$ cat config.mk
export PLATFORM = sky130hd
export DESIGN_NAME = skf_ctrl
export DESIGN_NICKNAME = d
export VERILOG_FILES = /design/src/skf_pkg.sv /design/src/skf_ctrl.sv
export SDC_FILE = /design/constraint.sdc
export NUM_CORES = 1
export LEC_CHECK = 0
export BUFFER_PORTS_ARGS = -buffer_cell sky130_fd_sc_hd__buf_2
export CORE_AREA = 4 4 41 43
export DETAILED_ROUTE_END_ITERATION = 10
export DIE_AREA = 0 0 45 47
export GPL_TIMING_DRIVEN = 0
export PLACE_DENSITY = 0.68
export SKIP_CTS_REPAIR_TIMING = 1
export SLEW_MARGIN = 20
export SYNTH_ARGS = -nofsm -noshare
export SYNTH_HDL_FRONTEND = slang
export SYNTH_SLANG_ARGS = --single-unit
$ cat constraint.sdc
create_clock -name clk -period 2 [get_ports clk]
set_input_delay 0.2 -clock clk [delete_from_list [all_inputs] [get_ports clk]]
set_output_delay 0.2 -clock clk [all_outputs]
set_load 0.01 [all_outputs]
$ cat src/skf_pkg.sv
// ----------------------------------------------------------------------------
// skf_pkg
// Shared widths, register indexes, reset values and controller/datapath types
// for the scalar Kalman filter core.
// ----------------------------------------------------------------------------
`default_nettype none

package skf_pkg;

	localparam int DATA_W    = 32;
	localparam int CFG_IDX_W = 4;
	localparam int GAIN_FRAC = 24;
	localparam int GAIN_W    = GAIN_FRAC + 1;
	localparam int DIV_STEPS = GAIN_W;
	localparam int DIV_CNT_W = $clog2(DIV_STEPS);

	// register indexes on the configuration port
	localparam logic [CFG_IDX_W-1:0] REG_PROCESS_NOISE = CFG_IDX_W'(0);
	localparam logic [CFG_IDX_W-1:0] REG_MEASURE_NOISE = CFG_IDX_W'(1);

	// reset values, unsigned Q8.24
	localparam logic [DATA_W-1:0] Q_RESET = 32'd1678;
	localparam logic [DATA_W-1:0] R_RESET = 32'd83886;
	localparam logic [DATA_W-1:0] P_RESET = 32'd167772160;

	localparam logic [GAIN_W-1:0] GAIN_ONE = GAIN_W'(1) << GAIN_FRAC;

	typedef struct packed {
		logic load;
		logic prep;
		logic div_step;
		logic mul_corr;
		logic mul_cov;
		logic commit;
	} skf_cmd_t;

	typedef struct packed {
		logic denom_zero;
	} skf_status_t;

endpackage

`default_nettype wire

$ cat src/skf_ctrl.sv
// ----------------------------------------------------------------------------
// skf_ctrl
// Sequencer for one filter update: load, prepare, divide, two multiplies and
// hand-over to the output register.
// ----------------------------------------------------------------------------
`default_nettype none

module skf_ctrl (
	input  wire logic                 clk,
	input  wire logic                 arst_n,
	input  wire logic                 in_valid,
	output logic                      in_ready,
	output logic                      out_valid,
	input  wire logic                 out_ready,
	output skf_pkg::skf_cmd_t         cmd,
	input  wire skf_pkg::skf_status_t status
);
	import skf_pkg::*;

	localparam logic [2:0] ST_IDLE  = 3'd0;
	localparam logic [2:0] ST_PREP  = 3'd1;
	localparam logic [2:0] ST_DIV   = 3'd2;
	localparam logic [2:0] ST_MCORR = 3'd3;
	localparam logic [2:0] ST_MCOV  = 3'd4;
	localparam logic [2:0] ST_FIN   = 3'd5;

	logic [2:0]           state_q;
	logic [DIV_CNT_W-1:0] cnt_q;
	logic                 out_valid_q;
	logic                 slot_free;

	assign slot_free = !out_valid_q || out_ready;
	assign in_ready  = (state_q == ST_IDLE);
	assign out_valid = out_valid_q;

	always_comb begin
		cmd          = '0;
		cmd.load     = (state_q == ST_IDLE) && in_valid;
		cmd.prep     = (state_q == ST_PREP);
		cmd.div_step = (state_q == ST_DIV) && !status.denom_zero;
		cmd.mul_corr = (state_q == ST_MCORR);
		cmd.mul_cov  = (state_q == ST_MCOV);
		cmd.commit   = (state_q == ST_FIN) && slot_free;
	end

	always_ff @(posedge clk or negedge arst_n) begin
		if (!arst_n) begin
			state_q     <= ST_IDLE;
			cnt_q       <= '0;
			out_valid_q <= 1'b0;
		end else begin
			if (cmd.commit)
				out_valid_q <= 1'b1;
			else if (out_ready)
				out_valid_q <= 1'b0;

			case (state_q)
				ST_IDLE: begin
					if (in_valid)
						state_q <= ST_PREP;
				end
				ST_PREP: begin
					cnt_q   <= '0;
					state_q <= ST_DIV;
				end
				ST_DIV: begin
					// zero denominator leaves the gain at zero
					if (status.denom_zero || cnt_q == DIV_CNT_W'(DIV_STEPS - 1))
						state_q <= ST_MCORR;
					cnt_q <= cnt_q + DIV_CNT_W'(1);
				end
				ST_MCORR: state_q <= ST_MCOV;
				ST_MCOV:  state_q <= ST_FIN;
				ST_FIN: begin
					if (slot_free)
						state_q <= ST_IDLE;
				end
				default: state_q <= ST_IDLE;
			endcase
		end
	end

endmodule

`default_nettype wire

==> summary.md <==
| Metric | Value |
|---|---|
| Count of distinct cell types in the synthesized netlist | `25` |
| EDFF count, synth | `0` |
| Pin count of the biggest net entering global routing | `11` |
| Critical Path AT | `1.42 ns` |
| Total chip power | `865 uW` |
| Aggregate global routing overflow | `0` |
| Number of sinks driven by the clock tree | `9` |
| Crit path max fanout | `10` |
| Final Hold Fails | `0` |
| Root Driver | `sky130_fd_sc_hd__clkbuf_4` |
| RSZ-0062 raised after global routing | `no` |
| Worst-skew pair later-pin latency | `0.26 ns` |
| Number of search-and-repair iterations in the first detailed-routing pass | `4` |
| Peak ir drop on the vdd network | `0.777 mV` |
| Pre-CTS worst setup slack | `0.656 ns` |
| Path category of the worst min-delay check | `input pin to flop` |
| Most area-hungry cell type in the Yosys netlist | `sky130_fd_sc_hd__dfrtp_1` |
| Worst setup EP type | `output port` |
| Width of the die | `45 um` |
| Post-synthesis instance total | `52` |
| Share of power burned in the clock network | `0.157` |
| Total number of vias | `413` |
| Area added between synthesis and finish | `22.9%` |
| Top FF cell, synth | `sky130_fd_sc_hd__dfrtp_1` |
| Least-Margin Pin Slew | `0.286 ns` |
| Maximum buffer depth of the clock tree | `2` |
| Fill cell instance count of the final layout | `136` |
| Net Count, Synth | `59` |
| Number of storage elements in the synthesis netlist | `9` |
| Mean number of vias per cell | `4.92` |
| Number of violations reported at the end of detailed-routing iteration 0 | `11` |
| Number of setup violations in the final report | `0` |
| Routability cong. | `0.722` |
| Area share of the leading cell type in the synthesized netlist | `0.449` |
| Clock slew seen by the registers of the worst setup and hold paths | `0.06 ns` |
| Initial antenna violation count | `0` |
| Fin crit share | `0.810` |
| Standard cell core area | `1300 um2` |
| Clock Skew | `0.00257 ns` |
| First-pass GRT wire length | `1.57 mm` |
| Highest-count cells in the layout ignoring fill and taps | `sky130_fd_sc_hd__buf_2, sky130_fd_sc_hd__dfrtp_1, sky130_fd_sc_hd__inv_1` |
| Share of synthesized area occupied by flip-flops and latches | `0.449` |
| H-tree depth | `1` |
| Warning count from the yosys run | `0` |
| Num CTS Buffers | `3` |
| Post-detailed-routing wire length | `985 um` |
| Sequential cell area | `225 um2` |
| Top post-synthesis cells by area | `sky130_fd_sc_hd__dfrtp_1, sky130_fd_sc_hd__ha_1, sky130_fd_sc_hd__or3b_4, sky130_fd_sc_hd__mux2i_1, sky130_fd_sc_hd__inv_1` |
| Number of I/O pins | `13` |
| Starting density of the core | `0.386` |
| Slack of the critical path | `0.379 ns` |
| Clock tree from TritonCTS | `yes` |
| Number of antenna repair diodes | `0` |
| Net switching fraction of the power | `0.405` |
| Most common cell after layout, fill and taps aside | `sky130_fd_sc_hd__buf_2` |
| Synth async-reset ratio | `1.00` |
| Sequential fraction of design power | `0.364` |
| Die footprint | `2120 um2` |
| Post-layout utilization of the core | `0.474` |
| Logic gate share of total power | `0.479` |
| Power dissipated by switching net loads | `350 uW` |
| Result of the run | `finished clean` |
| Aggregate global-route resource usage | `0.105` |
| Clock period minus final worst setup slack | `1.62 ns` |
| WL/cell | `11.7 um` |
| Max-slew violation total from the final report | `0` |
| # Max-Cap Violations | `0` |
| Final sum of negative setup slack | `0 ns` |
| Share of final-layout standard cells stronger than drive strength 1 | `0.319` |
| Average instance area after synthesis | `9.65 um2` |
| Total Nets Final | `77` |
| Max frequency | `617 MHz` |
| Synthesized cell area | `502 um2` |
| Internal power | `514 uW` |
| Headroom to the max-slew limit | `0.809` |
| Critical path start-end classification | `flop to output port` |
| Vias in the first global route | `367` |
| Number of design rule violations left after detail routing | `0` |
| Port Buffer Count | `12` |
| Placement Rows | `13` |
| Leakage | `0.000330 uW` |
| Critical path data required time | `1.80 ns` |
| Reg-to-reg slack, setup | `0.78 ns` |
| Remaining number of nets flagged by the antenna check after routing | `0` |
| Power per Cell Area | `1400 nW/um2` |
| Area of the multi-input gates | `243 um2` |
| Crit start category | `flop` |
| Die span in y | `47 um` |
## routing by layer
layer  vias to the layer above  track usage  wire length [um]
met1                       193        0.117               408
met3                         2       0.0728                64
met5                         -            0                 0
met4                         0       0.0175                10
met2                         8        0.169               501
li1                        210            -                 -
## worst max-delay path: stages, from the launching register on
cell and delay [ns]:
sky130_fd_sc_hd__dfrtp_1 0.37, sky130_fd_sc_hd__buf_6 0.14, sky130_fd_sc_hd__or3b_4 0.43, sky130_fd_sc_hd__nor2_1 0.10, sky130_fd_sc_hd__buf_2 0.13
## path summary, 6_finish.rpt
check	start	endpoint	cells past startpoint
setup reg to reg	state_q[0]	cnt_q[2]	4
max in group asynchronous	arst_n	state_q[0]	2
hold reg to reg	cnt_q[4]	cnt_q[4]	1
setup / recovery	state_q[0]	cmd[3]	4
hold / removal	status	state_q[0]	3
min in group asynchronous	arst_n	cnt_q[3]	2
## per-stage QoR
stage | hold WS, ns | cell area (um2) | instances
floorplan | -0.0956 | 502 | 52
global placement | 0.0609 | 581 | 79
detailed placement | 0.0612 | 581 | 79
CTS | -0.223 | 607 | 83
global route | 0.260 | 617 | 84
finish | 0.252 | 617 | 84
## flip-flops by register name, summed over array words and instances (netlist names)
| signal | flops |
|---|---|
| cnt_q | 5 |
| out_valid | 1 |
| state_q | 3 |
## cell usage after synthesis, types with 2 or more instances
library cell and instances:
sky130_fd_sc_hd__dfrtp_1 9, sky130_fd_sc_hd__ha_1 2, sky130_fd_sc_hd__inv_1 5, sky130_fd_sc_hd__mux2i_1 2, sky130_fd_sc_hd__nand2_1 4, sky130_fd_sc_hd__nand2b_1 2, sky130_fd_sc_hd__nand4_1 2, sky130_fd_sc_hd__nor2_1 4
sky130_fd_sc_hd__nor2b_1 2, sky130_fd_sc_hd__o21ai_0 2, sky130_fd_sc_hd__o21ai_1 3, sky130_fd_sc_hd__or3b_4 2
## final cells by class
| class | instances | share of cell area |
|---|---|---|
| Sequential cell | 9 | 0.365 |
| Buffer | 1 | 0.0183 |
| Timing Repair Buffer | 13 | 0.114 |
| Inverter | 6 | 0.0365 |
| Tap cell | 15 | 0.0304 |
| Multi-Input combinational cell | 36 | 0.394 |
| Clock buffer | 4 | 0.0426 |
## power by group through the flow
stage               sequential, uW  combinational, uW  clock [uW]
finish                         314                414         136
global route                   325                471         155
CTS                            313                420         145
detailed placement             316                419           0
global placement               310                409           0
floorplan                      303                303           0
## logic make-up (layout without fill, tap and decap cells)
| kind of cell | count (synthesis) | after routing | synth area share |
|---|---|---|---|
| adders and majority gates | 2 | 2 | 0.0499 |
| and+or+nand+nor | 23 | 23 | 0.274 |
| muxes | 2 | 2 | 0.0399 |
| DFF | 9 | 9 | 0.449 |
| buffers and inverters | 7 | 24 | 0.0673 |
| AOI/OAI and AO/OA | 9 | 9 | 0.120 |
No activity file was read; power rests on OpenSTA's default activity.
